## src/sv/kli_pkg.sv

```systemverilog
package kli_pkg;

  localparam int unsigned MAX_KEYS_DEF = 64;
  localparam int unsigned DATA_W       = 32;
  localparam int unsigned KEY_CNT_W    = 7;
  localparam int unsigned SLOT_W       = 6;
  localparam int unsigned CFG_IDX_W    = 3;
  localparam int unsigned RAW_W        = 16;
  localparam int unsigned FRAC_W       = 31;

  localparam logic MODE_WRITE = 1'b0;
  localparam logic MODE_EVAL  = 1'b1;

  typedef logic signed [DATA_W-1:0] q16_t;

  typedef enum logic [CFG_IDX_W-1:0] {
    CFG_KEY_COUNT    = 3'd0,
    CFG_COMPRESSED   = 3'd1,
    CFG_VALUE_SCALE  = 3'd2,
    CFG_VALUE_OFFSET = 3'd3,
    CFG_TIME_SCALE   = 3'd4,
    CFG_TIME_OFFSET  = 3'd5
  } cfg_reg_e;

  localparam q16_t SCALE_RST  = 32'sd65536;
  localparam q16_t OFFSET_RST = 32'sd0;

  localparam logic signed [63:0] SAT_MAX = 64'sd2147483647;
  localparam logic signed [63:0] SAT_MIN = -64'sd2147483648;

  function automatic q16_t sat_q16(input logic signed [63:0] v);
    q16_t r;
    if (v > SAT_MAX) begin
      r = 32'sh7FFF_FFFF;
    end else if (v < SAT_MIN) begin
      r = 32'sh8000_0000;
    end else begin
      r = v[DATA_W-1:0];
    end
    return r;
  endfunction

endpackage

```

## src/sv/kli_dequant.sv

```systemverilog
module kli_dequant (
  input  logic                       clk_i,
  input  logic                       compressed_i,
  input  kli_pkg::q16_t              scale_i,
  input  kli_pkg::q16_t              offset_i,
  input  logic [kli_pkg::DATA_W-1:0] word_i,
  output kli_pkg::q16_t              deq_o
);
  import kli_pkg::*;

  logic signed [RAW_W:0]        raw_s;
  logic signed [RAW_W+DATA_W:0] prod_d;
  logic signed [RAW_W+DATA_W:0] prod_q;
  q16_t                         plain_q;
  logic signed [63:0]           sum;
  q16_t                         deq_q;

  assign raw_s  = $signed({1'b0, word_i[RAW_W-1:0]});
  assign prod_d = raw_s * scale_i;
  assign sum    = 64'(prod_q) + 64'(offset_i);

  always_ff @(posedge clk_i) begin
    prod_q  <= prod_d;
    plain_q <= word_i;
    deq_q   <= compressed_i ? sat_q16(sum) : plain_q;
  end

  assign deq_o = deq_q;

endmodule

```

## config.mk

```make
export PLATFORM = sky130hd
export DESIGN_NAME = kli_dequant
export DESIGN_NICKNAME = d
export VERILOG_FILES = /design/src/sv/kli_pkg.sv /design/src/sv/kli_dequant.sv
export SDC_FILE = /design/constraint.sdc
export NUM_CORES = 2
export LEC_CHECK = 0
export BUFFER_PORTS_ARGS = -buffer_cell sky130_fd_sc_hd__buf_4
export CAP_MARGIN = 20
export CORE_ASPECT_RATIO = 1.1
export CORE_MARGIN = 4
export CORE_UTILIZATION = 35
export DETAILED_ROUTE_END_ITERATION = 8
export PLACE_DENSITY = 0.52
export REMOVE_ABC_BUFFERS = 1
export SYNTH_ARGS = -nofsm -noshare
export SYNTH_HDL_FRONTEND = slang
export SYNTH_SLANG_ARGS = --single-unit
```

## constraint.sdc

```tcl
create_clock -name clk_i -period 8.9 [get_ports clk_i]
set_input_delay 1.335 -clock clk_i [delete_from_list [all_inputs] [get_ports clk_i]]
set_output_delay 1.335 -clock clk_i [all_outputs]
set_load 0.05 [all_outputs]
```

==> flow_summary.yaml <==
cells_and_area:
  instances_no_fill: 3822
  syn_to_final_growth_pct: 8.925
  nNetsFinal: 3627
  drive_above_1_share: 0.07311
  diodes: 0
status:
  violations: "design-rule violations"
  outcome: "finished with violations"
yosys:
  yosys-top-cells-area: "fa_1 40%, inv_1 9.2%, dfxtp_1 9.1%, ha_1 8.4%, and2_1 6.0%"
  synthDistinctLibCells: 81
  synth_fa_ha_area_frac: 0.4793
  yosysSeqAreaShare: 0.09121
  synth_mux_area_frac: 0.003834
  synthXorXnorAreaFrac: 0.03108
  yosys_warnings: 0
  synthCells: 2851
  async_flop_share: 0
  synth_top_area_frac: 0.3955
  synth_area_leader_cell: "fa_1"
  synth_top_family_by_area: "adder cells"
  synth_edf_count: 0
  ys_ff_latch: 113
  avgSynthCellArea_um2: 8.699
  synth_flop_cell: "dfxtp_1"
  yosys.area_share.simple: 0.1782
  synth_compound_gate_area_share: 0.1022
  synthesis.area_um2: 24800
sta:
  clock_skew_ns: 0.01414
  finalSetupViolCount: 0
  rsz0062_at_grt: "false"
  tightest_slew_ns: 0.9117
  tns_ns: 0
  relSlewSlack: 0.3901
  slew_viol_final: 0
  max_freq_mhz: 125.2
  finalHoldViolations: 0
  finalCritPeriodShare: 0.8973
  min_period_ns: 7.986
  hold-worst-slack_ns: 0.4620
worst_setup_path:
  crit_path_frequent_cell: "fa_1"
  critPathRequiredTime_ns: 9.20
  critPathLaunchType: "primary input"
  worstSetupPathType: "primary input to flip-flop"
  worst-endpoint-arrival_ns: 8.29
  crit_fanout: 33
  cp-end-kind: "flip-flop"
  crit_path_cell_trace: "buf_4 > nand2_1 > fa_1 > inv_1 > fa_1 > fa_1 > fa_1 > fa_1 > inv_1 > fa_1 > inv_1 > ha_1 > and3_1 > nor2b_1 > nand2_1 > a311oi_1 > nor4b_1 > o31ai_1 > nand2_1 > or2_2 > a211oi_1 > a211oi_1 > xnor2_1"
  slowest_delay_ns: 0.62
  slowest_stage: "a311oi_1"
floorplanning:
  row_count: 102
  die_area_um2: 75190
  core_area_um2: 70320
  die_w_um: 261.8
  die_y_um: 287.2
  ios: 130
  start_util: 0.3527
min_path:
  hold_path.class: "flip-flop to flip-flop"
job:
  maxCapViolCount: 0
drt:
  drt-total-wl_um: 70210
  vias: 19040
  via_per_inst: 4.982
  firstDrtPassIters: 7
  drtIter0Drc: 965
  ant_nets: 0
  wl_per_cell_um: 18.37
  drc: 2
global_route:
  antenna_found_initial: 0
  grt_pass1_vias: 21320
  grt_max_degree: 70
  grt-ovfl-total: 0
  grt_pass1_wl_um: 114900
  track_usage: 0.1934
clock_network:
  cts_hold_buf: 0
  clk_latency_ns: 0.42
  cts.sinks: 113
  htreeDepth: 4
  cts_root_buf: "clkbuf_16"
  clk_pin_slew_ns: 0.06
  cts_resized: 0
  cts_buffer_depth: 2
  cts_tree: "yes"
  cts_made_buffers: 17
  cts_setup_buffers: 0
placement:
  routabilityCongestion: 0.8713
  port_buffers: 129
  dp_cells: 3790
  hpwlAfterDp_um: 57470
layer usage:
layer | GRT usage | share of wire | up-vias
met4 | 0.05593 | 0.031 | 0
met5 | 0 | 0 | -
met3 | 0.02150 | 0.035 | 106
li1 | - | - | 8797
met1 | 0.2363 | 0.41 | 9699
met2 | 0.3575 | 0.52 | 440
layout by cell type, fill, tap and decap left out, drive strengths merged, types with 50 or more instances in the layout:
cell,instances
inv,607
xnor2,57
fa,490
nor2,71
o21ai,64
buf,134
nand2,381
a21oi,117
and2,240
dfxtp,113
nand3,50
ha,166
synth_stat cells, types with 9 or more instances:
master,count
a211oi_1,13
ha_1,166
nand2_1,380
clkbuf_1,105
dfxtp_1,113
fa_1,490
nand4_1,26
nor3_1,9
nand3_1,50
o21a_1,16
xnor2_1,57
a21oi_1,117
o2111ai_2,17
o21ai_0,54
o211ai_1,10
o21bai_1,12
and3_1,11
nor2_1,71
and2_1,239
buf_2,18
inv_1,606
nand2b_1,41
a21o_1,41
o21ai_1,10
xor2_1,31
nor2b_1,10
cells by family after synthesis:
group,count (synthesis)
and+or+nand+nor,883
buffers and inverters,737
adders and majority gates,656
AOI/OAI and AO/OA,365
DFF,113
xor gates and xnor gates,88
muxes,9
flip-flops by register name, summed over array words and instances, names as in the netlist:
signal   cells
plain_q     32
prod_q      49
deq_o       32
final cells by class:
| class | count | area [µm²] |
|---|---|---|
| well taps | 936 | 1171 |
| clock inverters | 15 | 167.7 |
| flip-flops and latches | 113 | 2262 |
| repair buffers | 134 | 1006 |
| fillers | 7154 | 43310 |
| multi-input cells | 2001 | 19710 |
| inverters | 606 | 2275 |
| clock buffers | 17 | 425.4 |
worst paths after layout:
check | from | cells after the start | slack, ns | endpoint
setup reg to reg | prod_q[0] | 14 | 4.41 | deq_o[4]
setup / recovery | word_i[8] | 23 | 0.91 | prod_q[47]
hold / removal | plain_q[30] | 2 | 0.46 | deq_o[30]
hold reg to reg | plain_q[30] | 2 | 0.46 | deq_o[30]
worst max-delay path, delay by kind of cell:
family / cells / cell delay, ns
compound gates: 4 / 1.42
xor+xnor: 1 / 0.13
fa+ha+maj: 7 / 3.37
buf+inv: 4 / 0.57
simple gates: 7 / 1.41
stage by stage:
| step | util | area, µm² | worst slack (ns) |
|---|---|---|---|
| floorplan | - | 24240 | 1.833 |
| global placement | 0.3757 | 26420 | 0.5774 |
| detailed placement | 0.3757 | 26420 | 0.5544 |
| CTS | 0.3842 | 27010 | 0.9883 |
| global route | 0.3842 | 27010 | 0.4410 |
| finish | 0.3842 | 27010 | 0.9145 |
Power is not shown: default switching activity piles up to over one toggle a cycle in this logic, so the estimate is an artifact.
