**src/sv/kli_pkg.sv**
```systemverilog
package kli_pkg;

  localparam int unsigned MAX_KEYS_DEF = 64;
  localparam int unsigned DATA_W       = 32;
  localparam int unsigned KEY_CNT_W    = 7;
  localparam int unsigned SLOT_W       = 6;
  localparam int unsigned CFG_IDX_W    = 3;
  localparam int unsigned RAW_W        = 16;
  localparam int unsigned FRAC_W       = 31;

  localparam logic MODE_WRITE = 1'b0;
  localparam logic MODE_EVAL  = 1'b1;

  typedef logic signed [DATA_W-1:0] q16_t;

  typedef enum logic [CFG_IDX_W-1:0] {
    CFG_KEY_COUNT    = 3'd0,
    CFG_COMPRESSED   = 3'd1,
    CFG_VALUE_SCALE  = 3'd2,
    CFG_VALUE_OFFSET = 3'd3,
    CFG_TIME_SCALE   = 3'd4,
    CFG_TIME_OFFSET  = 3'd5
  } cfg_reg_e;

  localparam q16_t SCALE_RST  = 32'sd65536;
  localparam q16_t OFFSET_RST = 32'sd0;

  localparam logic signed [63:0] SAT_MAX = 64'sd2147483647;
  localparam logic signed [63:0] SAT_MIN = -64'sd2147483648;

  function automatic q16_t sat_q16(input logic signed [63:0] v);
    q16_t r;
    if (v > SAT_MAX) begin
      r = 32'sh7FFF_FFFF;
    end else if (v < SAT_MIN) begin
      r = 32'sh8000_0000;
    end else begin
      r = v[DATA_W-1:0];
    end
    return r;
  endfunction

endpackage

```
**src/sv/kli_key_store.sv**
```systemverilog
module kli_key_store #(
  parameter int unsigned MAX_KEYS = kli_pkg::MAX_KEYS_DEF
) (
  input  logic                          clk_i,
  input  logic                          wr_en_i,
  input  logic [$clog2(MAX_KEYS)-1:0]   wr_addr_i,
  input  logic [kli_pkg::DATA_W-1:0]    wr_time_i,
  input  logic [kli_pkg::DATA_W-1:0]    wr_value_i,
  input  logic                          rd_en_i,
  input  logic [$clog2(MAX_KEYS)-1:0]   rd_addr_i,
  output logic [kli_pkg::DATA_W-1:0]    rd_time_o,
  output logic [kli_pkg::DATA_W-1:0]    rd_value_o
);
  import kli_pkg::*;

  logic [DATA_W-1:0] time_mem  [MAX_KEYS];
  logic [DATA_W-1:0] value_mem [MAX_KEYS];
  logic [DATA_W-1:0] rd_time_q;
  logic [DATA_W-1:0] rd_value_q;

  always_ff @(posedge clk_i) begin
    if (wr_en_i) begin
      time_mem[wr_addr_i]  <= wr_time_i;
      value_mem[wr_addr_i] <= wr_value_i;
    end
    if (rd_en_i) begin
      rd_time_q  <= time_mem[rd_addr_i];
      rd_value_q <= value_mem[rd_addr_i];
    end
  end

  assign rd_time_o  = rd_time_q;
  assign rd_value_o = rd_value_q;

endmodule

```
**config.mk**
```make
export PLATFORM = sky130hd
export DESIGN_NAME = kli_key_store
export DESIGN_NICKNAME = d
export VERILOG_FILES = /design/src/sv/kli_pkg.sv /design/src/sv/kli_key_store.sv
export SDC_FILE = /design/constraint.sdc
export NUM_CORES = 2
export LEC_CHECK = 0
export BUFFER_PORTS_ARGS = -buffer_cell sky130_fd_sc_hd__buf_2
export CAP_MARGIN = 5
export CORE_MARGIN = 8
export CORE_UTILIZATION = 45
export CTS_CLUSTER_DIAMETER = 100
export CTS_CLUSTER_SIZE = 8
export DETAILED_ROUTE_END_ITERATION = 10
export PLACE_DENSITY = 0.6
export SYNTH_ARGS = -nofsm -noshare
export SYNTH_HDL_FRONTEND = slang
export SYNTH_SLANG_ARGS = --single-unit
```
**constraint.sdc**
```tcl
create_clock -name clk_i -period 4.4 [get_ports clk_i]
set_input_delay 0.66 -clock clk_i [delete_from_list [all_inputs] [get_ports clk_i]]
set_output_delay 0.66 -clock clk_i [all_outputs]
set_load 0.1 [all_outputs]
```
==> impl_results.md <==
* Outcome: completed
* Layout Cells excl Fill at 11800
* Final GP Congestion at 0.774
* CP Buf/Inv Count at 1
* Leak at 56.7 nW
* Tcrit/Tclk final at 0.638
* CTS Hold Bufs at 0
* Area Growth Syn to Fin at 16.2%
* RSZ-0062 raised after global routing: no
* Vias in the first global route at 79600
* CTS tree: done
* Postcts setup bufs at 0
* Fmax at 356 MHz
* Synth area leaders: edfxtp_1, mux4_2, a22oi_1
* # DRC at 0
* Sequential Power Share at 0.498
* Worst Hold Path EP: rd_value_o[27]
* Hold WS at 0.336 ns
* Met1 usage at 0.360
* Initial Utilization at 0.452
* Gate count of the mapped netlist at 6505
* Global routing's busiest layer: met2
* Final Hold Fails at 0
* Combinational share of power at 0.048
* # clock sinks at 4160
* Reg2Reg Depth at 5
* Reg-to-reg startpoint: time_mem[53][14]
* CTS Buffer Depth at 4
* Critical Path Start Type: flop
* Yosys top cell by area: edfxtp_1
* Post-DP HPWL at 239 mm
* GR Util All Layers at 0.259
* CP Cell Sequence: buf_2
* Hold Path Class: in2reg
* Top Family by Delay on Critical Path: flip-flops
* Core area at 0.346 mm^2
* Yosys top cell area share at 0.798
* CP arrival at 2.15 ns
* TritonRoute pass-1 iters at 8
* H-tree levels at 6
* Place WS at 0.772 ns
* # nets final at 7260
* Yosys warns at 0
* Via density at 6.72
* Synth Register Bits at 4160
* Power Density at 488 mW/mm^2
* Pint at 0.0695 W
* Slowest-stage cell, CP: edfxtp_1
* Slew @ Worst Pin at 1.20 ns
* Global-route wire length before repair at 657 mm
* Clock power frac at 0.454
* Die Wd at 606 um
* Fraction of layout cells with a size suffix above 1 at 0.306
* Mapped Avg Cell Area at 24.1 um^2
* Slew headroom at 0.203
* Die Ht at 606 um
* Critical path peak fanout at 1
* Sw Pwr at 0.0193 W
* Final ANT Viol Nets at 0
* M2 GR Usage at 0.419
* Switching share of total power at 0.217
* Final setup margin at 1.59 ns
* Worst Setup End Kind: primary output
* Clock-pin slew on the worst setup and hold paths at 0.05 ns
* Syn Nets at 6584
* Post-layout util at 0.525
* Die area at 0.367 mm^2
* Max Slew Vio Count at 0
* IR Drop Worst-Case VDD at 0.000404 V
* Cell row count at 216
* Final setup viols at 0
* # IOs at 143
* Grt met3 use at 0.0529
* Period minus WS final at 2.81 ns
* Largest net degree at the start of global routing at 86
* Total vias in the final route at 79500
* Kind of critical path: reg2out
* WL final at 484 mm
* Sequential area share after synthesis at 0.798
* Dpl cells at 11200
* Hold path depth at 1
* Worst Skew at 0.0495 ns
* Hold_sp: rd_en_i
* Initial antenna violation count at 38
* Clock latency on the worst-skew pair at 1.02 ns
* Slowest stage delay, CP at 0.61 ns
* RR Endpoint: rd_time_o[14]
* Total of max-cap violations at 0
* Mapped Area at 0.156 mm^2
* Drt wl/cell at 40.9 um
* Cts repair resizes at 0
* CTS root buf: clkbuf_16
* DRT iter0 DRCs at 11300
* Buffers on Ports at 142
* Yosys cell types at 29
* Worst EP required at 3.74 ns
* TritonCTS Buffers at 590
* Worst R2R Setup Slack at 2.40 ns
* Grt total ovfl at 0
## registers in the layout, summed over array words and instances, names as in the netlist
register / count
rd_time_o: 32
rd_value_o: 32
time_mem: 2048
value_mem: 2048
## cell usage after synthesis
cell / number
a211oi_1: 63
a21oi_1: 25
a221oi_1: 1
a22oi_1: 256
and2_1: 3
buf_1: 29
buf_2: 136
buf_4: 50
buf_6: 21
clkbuf_1: 140
clkbuf_2: 1
edfxtp_1: 4160
inv_2: 1
mux2i_1: 90
mux4_2: 1024
nand2_1: 7
nand2b_1: 4
nand3_1: 133
nand3b_1: 4
nand4_1: 1
nor2_1: 110
nor2b_1: 7
o211a_1: 64
o221ai_1: 64
o22ai_1: 102
or2_2: 2
or3_1: 3
or3b_1: 2
or3b_2: 2
## logic make-up (layout without fill, tap and decap cells)
kind of cell / count (synthesis) / count (layout) / synth area share
buffers and inverters: 378 / 1112 / 0.0124
AO/OA/AOI/OAI: 575 / 575 / 0.0279
flip-flops: 4160 / 4160 / 0.798
other: 0 / 19 / 0
multiplexers: 1114 / 1114 / 0.153
AND/OR/NAND/NOR: 278 / 278 / 0.00828
## metrics by stage
step           cell area (um^2)  power, W  setup TNS (ns)
6_report                 182000    0.0888               0
5_1_grt                  182000    0.0910               0
4_1_cts                  182000    0.0893               0
3_5_place_dp             166000    0.0492               0
3_3_place_gp             166000    0.0491               0
2_1_floorplan            157000    0.0473         -131.05
## power groups by stage
stage,Sequential (W),Clock (W),Combinational [W]
5_1_grt,0.0442,0.0423,0.00442
2_1_floorplan,0.0453,0,0.00203
4_1_cts,0.0442,0.0408,0.00424
3_3_place_gp,0.0450,0,0.00416
3_5_place_dp,0.0450,0,0.00423
6_report,0.0442,0.0403,0.00423
## worst max path at each step
stage,slack (ns),start,depth (start not counted),end
detailed placement,0.77,rd_addr_i[3],6,rd_time_o[20]
floorplan,-0.26,wr_addr_i[4],4,time_mem[16][0]
global route,1.51,rd_value_o[17],1,rd_value_o[17]
CTS,1.46,rd_value_o[17],1,rd_value_o[17]
global placement,0.72,rd_addr_i[3],6,rd_time_o[31]
finish,1.59,rd_value_o[17],1,rd_value_o[17]
## per-layer routing
metal / part of all wire / up-vias / wire length (um)
met1: 0.38 / 44000 / 186000
met2: 0.48 / 5080 / 232000
li1: - / 29500 / -
met4: 0.033 / 14 / 15700
met5: 0.00020 / - / 98
met3: 0.10 / 915 / 49800
## final cells by class
cell class / instances / area (um^2)
antenna: 19 / 47.5
clock buffer: 594 / 14900
clock inverter: 56 / 1240
fill: 26000 / 164000
inverter: 1 / 3.75
multi-input combinational: 1967 / 30200
sequential: 4160 / 125000
tap: 4578 / 5730
timing repair buffer: 461 / 4840
## cell usage in the layout, fill, tap and decap left out, drive strengths merged
master / instances
a211oi: 63
a21oi: 25
a221oi: 1
a22oi: 256
and2: 3
buf: 461
clkbuf: 594
clkinv: 36
diode: 19
edfxtp: 4160
inv: 21
mux2i: 90
mux4: 1024
nand2: 7
nand2b: 4
nand3: 133
nand3b: 4
nand4: 1
nor2: 110
nor2b: 7
o211a: 64
o221ai: 64
o22ai: 102
or2: 2
or3: 3
or3b: 4
No activity file was read; power rests on OpenSTA's default activity.
