==> config.mk <==
export PLATFORM = sky130hd
export DESIGN_NAME = kli_divider
export DESIGN_NICKNAME = d
export VERILOG_FILES = /design/src/sv/kli_pkg.sv /design/src/sv/kli_divider.sv
export SDC_FILE = /design/constraint.sdc
export NUM_CORES = 1
export LEC_CHECK = 0
export ABC_AREA = 1
export BUFFER_PORTS_ARGS = -buffer_cell sky130_fd_sc_hd__buf_2
export CORE_MARGIN = 5
export CORE_UTILIZATION = 35
export DETAILED_ROUTE_END_ITERATION = 10
export SYNTH_ARGS = -nofsm -noshare
export SYNTH_HDL_FRONTEND = slang
export SYNTH_SLANG_ARGS = --single-unit
==> constraint.sdc <==
create_clock -name clk_i -period 2.2 [get_ports clk_i]
set_clock_uncertainty 0.2 [all_clocks]
set_input_delay 0.11 -clock clk_i [delete_from_list [all_inputs] [get_ports clk_i]]
set_output_delay 0.11 -clock clk_i [all_outputs]
set_load 0.05 [all_outputs]
==> src/sv/kli_pkg.sv <==
package kli_pkg;

  localparam int unsigned MAX_KEYS_DEF = 64;
  localparam int unsigned DATA_W       = 32;
  localparam int unsigned KEY_CNT_W    = 7;
  localparam int unsigned SLOT_W       = 6;
  localparam int unsigned CFG_IDX_W    = 3;
  localparam int unsigned RAW_W        = 16;
  localparam int unsigned FRAC_W       = 31;

  localparam logic MODE_WRITE = 1'b0;
  localparam logic MODE_EVAL  = 1'b1;

  typedef logic signed [DATA_W-1:0] q16_t;

  typedef enum logic [CFG_IDX_W-1:0] {
    CFG_KEY_COUNT    = 3'd0,
    CFG_COMPRESSED   = 3'd1,
    CFG_VALUE_SCALE  = 3'd2,
    CFG_VALUE_OFFSET = 3'd3,
    CFG_TIME_SCALE   = 3'd4,
    CFG_TIME_OFFSET  = 3'd5
  } cfg_reg_e;

  localparam q16_t SCALE_RST  = 32'sd65536;
  localparam q16_t OFFSET_RST = 32'sd0;

  localparam logic signed [63:0] SAT_MAX = 64'sd2147483647;
  localparam logic signed [63:0] SAT_MIN = -64'sd2147483648;

  function automatic q16_t sat_q16(input logic signed [63:0] v);
    q16_t r;
    if (v > SAT_MAX) begin
      r = 32'sh7FFF_FFFF;
    end else if (v < SAT_MIN) begin
      r = 32'sh8000_0000;
    end else begin
      r = v[DATA_W-1:0];
    end
    return r;
  endfunction

endpackage

==> src/sv/kli_divider.sv <==
module kli_divider (
  input  logic                       clk_i,
  input  logic                       rst_ni,
  input  logic                       start_i,
  input  logic [kli_pkg::DATA_W-1:0] num_i,
  input  logic [kli_pkg::DATA_W-1:0] den_i,
  output logic                       done_o,
  output logic [kli_pkg::DATA_W-1:0] quot_o
);
  import kli_pkg::*;

  localparam int unsigned CNT_W = $clog2(FRAC_W);
  localparam logic [DATA_W-1:0] FRAC_ONE = DATA_W'({1'b1, {FRAC_W{1'b0}}});

  logic              busy_q;
  logic              done_q;
  logic [CNT_W-1:0]  cnt_q;
  logic [DATA_W:0]   rem_q;
  logic [DATA_W-1:0] den_q;
  logic [DATA_W-1:0] quot_q;
  logic [DATA_W:0]   shifted;
  logic              ge;

  assign shifted = {rem_q[DATA_W-1:0], 1'b0};
  assign ge      = shifted >= {1'b0, den_q};

  always_ff @(posedge clk_i or negedge rst_ni) begin
    if (!rst_ni) begin
      busy_q <= 1'b0;
      done_q <= 1'b0;
      cnt_q  <= '0;
    end else begin
      done_q <= 1'b0;
      if (start_i) begin
        if (num_i >= den_i) begin
          done_q <= 1'b1;
        end else begin
          busy_q <= 1'b1;
          cnt_q  <= CNT_W'(FRAC_W - 1);
        end
      end else if (busy_q) begin
        if (cnt_q == '0) begin
          busy_q <= 1'b0;
          done_q <= 1'b1;
        end else begin
          cnt_q <= cnt_q - 1'b1;
        end
      end
    end
  end

  always_ff @(posedge clk_i) begin
    if (start_i) begin
      rem_q  <= {1'b0, num_i};
      den_q  <= den_i;
      quot_q <= (num_i >= den_i) ? FRAC_ONE : '0;
    end else if (busy_q) begin
      rem_q  <= ge ? (shifted - {1'b0, den_q}) : shifted;
      quot_q <= {quot_q[DATA_W-2:0], ge};
    end
  end

  assign done_o = done_q;
  assign quot_o = quot_q;

endmodule

==> metrics.cfg, run 1 <==
[outcome]
status=finished with violations
violations=setup timing

[cells_and_area]
nets=1481
drive_gt1_share_pct=26.2
multi_input_area_um2=4390
n_fill_cell=2172
antenna_cells=0
ff_latch_area_um2=3060
syn2layout_area_growth_pct=42.3
final_cell_count_no_fill=1632

[detailed_routing]
via_per_inst=4.65
antenna_left=0
wl_per_cell_um=13.9
first_iter_violations=353
vias=7592
drtPass1Iterations=5
wl_mm=22.6
post-route-drc-count=0

[setup_path]
critPathMaxStageDelay_ns=0.43
cp_common_cell=nand2_1
crit_type=reg -> reg
cp_slowest_cell=edfxtp_1
critical_path_buf_inv_count=1
critPathCaptureType=register
setup.worst_path.start_class=register
critPathArrivalTime_ns=2.31
critical-path-top-delay-family=simple AND/OR/NAND/NOR gates
path_cells=ha_4 > a21oi_2 > o21bai_4 > a21oi_2 > nor2_4 > nor2_8 > nand2_8 > nand2_4 > buf_12 > nand2_1 > nand2_1 > nand2_1
crit_required_ns=2.11
crit_fanout=9

[global_routing]
grt.overflow.total=0
gr-usage-met1_pct=22.4
grt_pass1_vias=7605
grt_pass1_wl_mm=36.8
grtUsageTotal_pct=17.4
met2_usage_pct=30.2
antenna_found_initial=0
busiest_layer=met2
grtUsageMet3_pct=3.21
grt_max_degree=76

[synthesis]
synth_xor_area_share_pct=1.80
syn_nets=1194
synth_area_per_cell_um2=7.36
synth-simple-area-share_pct=32.7
syn_area_um2=7800
yosysTopAreaCell=edfxtp_1
yosys.cell_types.count=37
synth_fa_ha_area_share_pct=10.8
ys_seq_area_share_pct=39.2
synth_compound_area_share_pct=3.98
syn_inst=1060
ys_warn_count=0
yosysTopAreaCellShare_pct=36.9
synth-seq-cells=103
ys_top_cells_by_area=edfxtp_1 (37%), nand2_1 (18%), ha_1 (11%), inv_1 (10%), nand3_1 (4.0%)
muxShareOfSynthArea_pct=0
synth_top_family_by_area=simple AND/OR/NAND/NOR gates

[floorplanning]
rows=54
core_um2=21900
start_util_pct=35.7
die_w_um=159
dieArea_um2=25400
boundaryPins=100
die_height_um=159

[timing]
maxSlewViolCount=0
timing.final.crit_period_ns=2.40
fin_tns_setup_ns=-5.51
period_share_pct=109
setup_viol=34
timing.hold.ws_ns=0.277
hold_viol=0
slew_headroom_pct=66.9
rsz0062_at_grt=true
final.setup.worst_slack_ns=-0.201
worst_pin_slew_ns=0.495
max_freq_mhz=417

[placement]
dp_cells=1539
dp_hpwl_mm=17.4
gp_congestion=0.940
io_buffers=99

[power_and_ir_drop]
p_leak_nw=5.71
peakVddDrop_mv=0.530
power.density_nw_per_um2=1190

[clocking]
cts_made_buffers=9
cts.path.max_buffers=2
htreeDepth=3
root_buffer=clkbuf_16
cts_tree=built
path_clk_slew_ns=0.07
clk_latency_ns=0.35
cts_num_sinks=103

[run]
maxCapViolCount=0

[worst_hold_path]
hold_class=in -> reg

==> worst reg2reg max path: cells and delay by family, from the launching register on <==
family          cells  cell delay, ns
flops               1            0.43
simple gates        7            0.57
compound gates      3            0.56
fa+ha+maj           1            0.29
buf+inv             1            0.12
==> where the power goes <==
group / internal, W / total, W / switching [W]
clock: 0.000879 / 0.00161 / 0.000731
combinational: 0.00388 / 0.00837 / 0.00449
sequential: 0.00279 / 0.00320 / 0.000409
==> cells by family after synthesis <==
group / after synthesis
fa+ha+maj: 67
buf+inv: 231
compound gates: 57
flops: 103
simple gates: 586
xor+xnor: 16
==> cell type report <==
type	count	area share, %
clock inverter	6	0.529
clock buffer	10	2.06
tap	280	3.15
sequential	103	27.5
inverter	213	7.20
timing repair buffer	294	20.1
multi-input combinational	726	39.5
==> metal layers <==
layer  vias up  part of all wire (%)
met1      3517                    45
met5         -                     0
met2       152                    48
met3        30                   4.7
li1       3893                     -
met4         0                   2.0
==> cell usage after synthesis, drive strengths merged <==
| cell type | instances |
|---|---|
| o21a | 2 |
| nor2 | 89 |
| and2 | 3 |
| edfxtp | 96 |
| o22ai | 1 |
| nand2 | 379 |
| fa | 1 |
| nor3 | 7 |
| or2 | 3 |
| inv | 213 |
| xor2 | 2 |
| a21oi | 35 |
| ha | 66 |
| clkbuf | 8 |
| nand4 | 9 |
| dfrtp | 7 |
| xnor2 | 14 |
| a21o | 1 |
| o21bai | 5 |
| o21ai | 13 |
| buf | 10 |
| nand3 | 69 |
| nor4 | 1 |
| nand3b | 26 |
==> state kept, by name, indices dropped and copies added (netlist names) <==
register,count
den_q,32
rem_q,32
busy_q,1
cnt_q,5
done_o,1
quot_o,32
==> through the flow <==
step / util [%] / worst slack (ns) / cell area [um^2] / power (W)
final: 50.7 / -0.201 / 11100 / 0.0132
after global routing: 50.7 / -0.335 / 11100 / 0.0142
after CTS: 50.2 / -0.179 / 11000 / 0.0130
after detailed placement: 43.6 / -0.371 / 9550 / 0.0104
after global placement: 43.6 / -0.363 / 9550 / 0.0104
after floorplan: - / -0.00131 / 7840 / 0.00758
==> what timing repair did <==
action / in CTS / in global routing
hold endpoints to repair: 81 / 0
gates cloned: 0 / 0
setup endpoints to repair: 33 / 40
gates resized for setup: 64 / 29
hold buffers: 67 / 0
buffers inserted: 8 / 2
pin swaps: 7 / 6
==> final timing paths <==
path | start | end | slack (ns) | cells past startpoint
hold / removal | den_i[27] | den_q[27] | 0.28 | 2
setup reg to reg | rem_q[17] | rem_q[29] | -0.20 | 12
setup / recovery | rem_q[17] | rem_q[29] | -0.20 | 12
max in group asynchronous | rst_ni | cnt_q[4] | 1.05 | 3
min in group asynchronous | rst_ni | cnt_q[0] | 0.51 | 3
hold reg to reg | cnt_q[0] | cnt_q[0] | 0.32 | 2
==> layout by cell type, fill, tap and decap left out, types with 10 or more instances in the layout <==
cell type | Yosys | final
a21oi_1 | 34 | 29
buf_2 | 7 | 98
buf_4 | 0 | 119
dlygate4sd3_1 | 0 | 67
edfxtp_1 | 96 | 96
ha_1 | 66 | 37
ha_4 | 0 | 28
inv_1 | 209 | 206
nand2_1 | 373 | 349
nand2_2 | 4 | 27
nand3_1 | 62 | 61
nand3b_1 | 26 | 26
nor2_1 | 82 | 66
nor2_2 | 5 | 18
o21ai_0 | 10 | 10
xnor2_1 | 14 | 13
(Power assumes the default switching activity.)
==> run 2: changes to the inputs <==
--- a/config.mk
+++ b/config.mk
@@ -7,7 +7,7 @@
 export LEC_CHECK = 0
 export ABC_AREA = 1
 export BUFFER_PORTS_ARGS = -buffer_cell sky130_fd_sc_hd__buf_2
-export CORE_MARGIN = 5
+export CORE_MARGIN = 2
 export CORE_UTILIZATION = 35
 export DETAILED_ROUTE_END_ITERATION = 10
 export SYNTH_ARGS = -nofsm -noshare
==> constraint.sdc (replaced) <==
create_clock -name clk_i -period 2.8 [get_ports clk_i]
set_clock_uncertainty 0.2 [all_clocks]
set_input_delay 0.14 -clock clk_i [delete_from_list [all_inputs] [get_ports clk_i]]
set_output_delay 0.14 -clock clk_i [all_outputs]
set_load 0.05 [all_outputs]
==> run 2 against run 1 <==
Against the previous run:
- the run now ends clean
- die area fell by 7.4%
- routed wire length fell by 4.7%
- combinational power fell by 41%
- first-iteration DRC count rose by 12%
- count of clock-buffer cells in the layout rose by 2
- maximum frequency fell by 7.3%
- critical path depth rose by 1
- global-route usage rose by 1.1 points
- hold slack got worse by 0.26 ns
- power fell by 35%
- flip-flop and latch count did not move
- critical endpoint is now rem_q[24]
- largest cell class unchanged
- largest power group unchanged
==> metrics.cfg, run 2 (synthesis results as in run 1) <==
[outcome]
status=finished clean

[setup_path]
critical-path-top-delay-family=simple AND/OR/NAND/NOR gates
setup.worst_path.start_class=register
critPathArrivalTime_ns=2.51
crit_path_end=rem_q[24]
cp.depth=13
crit_fanout=31
crit_start=rem_q[13]
cp_common_cell=nand2_1
critical_path_buf_inv_count=3
r2r_end=rem_q[24]
cp_slowest_cell=edfxtp_1
reg2reg_slack_ns=0.21
ff2ff_path_depth=13
rr_startpoint=rem_q[13]
crit_required_ns=2.72
path_cells=ha_1 > nand2_1 > nor2_1 > inv_2 > o21ai_1 > inv_2 > nand2_2 > nand2_4 > nand2_8 > buf_12 > nand2_1 > nand3_1 > nand2_1
crit_type=reg -> reg
critPathMaxStageDelay_ns=0.39
critPathCaptureType=register

[clocking]
clk_latency_ns=0.36
cts_tree=built
htreeDepth=3
postCtsSetupBuffers=0
path_clk_slew_ns=0.08
root_buffer=clkbuf_16
cts.path.max_buffers=2
cts_num_sinks=103
cts_made_buffers=9

[cells_and_area]
final_cell_mix=nand2_1 (370), inv_1 (209), buf_2 (98)
syn2layout_area_growth_pct=24.2
n_fill_cell=2233
ff_latch_area_um2=3060
final_common_cell=nand2_1
antenna_cells=0
drive_gt1_share_pct=13.0
multi_input_area_um2=3890
nets=1363

[global_routing]
grt_pass1_wl_mm=34.9
antenna_found_initial=0
grt.overflow.total=0
grt_pass1_vias=7022
grt_max_degree=69
grtUsageTotal_pct=18.6

[placement]
io_buffers=99
dp_hpwl_mm=16.4
gp_congestion=0.969

[detailed_routing]
post-route-drc-count=0
via_per_inst=4.64
vias=7032
first_iter_violations=394
wl_mm=21.6
wl_per_cell_um=14.2
antenna_left=0
drtPass1Iterations=5

[floorplanning]
core_um2=21800
die_height_um=153
boundaryPins=100
rows=54
die_w_um=153
dieArea_um2=23500
start_util_pct=35.8

[timing]
hold_viol=0
slew_headroom_pct=50.6
worst_pin_slew_ns=0.740
maxSlewViolCount=0
max_freq_mhz=386
setup_viol=0
fin_tns_setup_ns=0
period_share_pct=92.5
timing.final.crit_period_ns=2.59
rsz0062_at_grt=false

[run]
maxCapViolCount=0

[worst_hold_path]
hold_class=in -> reg
min_from=start_i

[power_and_ir_drop]
power.density_nw_per_um2=889
p_leak_nw=5.11
peakVddDrop_mv=0.423
finalPower_w=0.00862

run 2: routing by layer:
| layer | up-vias | share of wire [%] | GRT usage [%] |
|---|---|---|---|
| li1 | 3652 | - | - |
| met1 | 3204 | 46 | 24.5 |
| met2 | 148 | 46 | 31.0 |
| met3 | 28 | 5.1 | 3.01 |
| met4 | 0 | 2.5 | 6.12 |
| met5 | - | 0 | 0 |
run 2: repair_timing:
| action | CTS | global route |
|---|---|---|
| hold endpoints to repair | 71 | 0 |
| hold buffers | 66 | 0 |
| resized for setup | 0 | 9 |
| setup endpoints to repair | 0 | 32 |
run 2: worst min path at each step:
stage	endpoint	slack [ns]	depth (start not counted)
after global routing	den_q[0]	0.03	1
after CTS	den_q[0]	0.005	1
after floorplan	busy_q	-0.36	0
after detailed placement	done_o	-0.21	1
final	den_q[11]	0.02	1
after global placement	cnt_q[2]	-0.21	1
run 2: through the flow:
step                std cells  utilization, %  setup slack, ns  hold WS, ns  area [um^2]
floorplan                1060               -            0.104       -0.356         7800
global placement         1432            39.8            0.159       -0.213         8690
detailed placement       1432            39.8            0.134       -0.215         8690
CTS                      1514            44.2            0.123      0.00511         9650
global route             1514            44.4          0.00560       0.0279         9690
finish                   1514            44.4            0.211       0.0150         9690
run 2: cell type report:
cell class / instances / area share, %
Multi-Input combinational cell: 726 / 40.1
Timing Repair Buffer: 176 / 13.4
Tap cell: 280 / 3.61
Sequential cell: 103 / 31.5
Inverter: 213 / 8.25
Clock inverter: 4 / 0.336
Clock buffer: 12 / 2.76
run 2: power breakdown:
| group | internal, W | switching, W |
|---|---|---|
| Sequential | 0.00218 | 0.000231 |
| Combinational | 0.00175 | 0.00316 |
| Clock | 0.000692 | 0.000604 |
| Total | 0.00463 | 0.00399 |
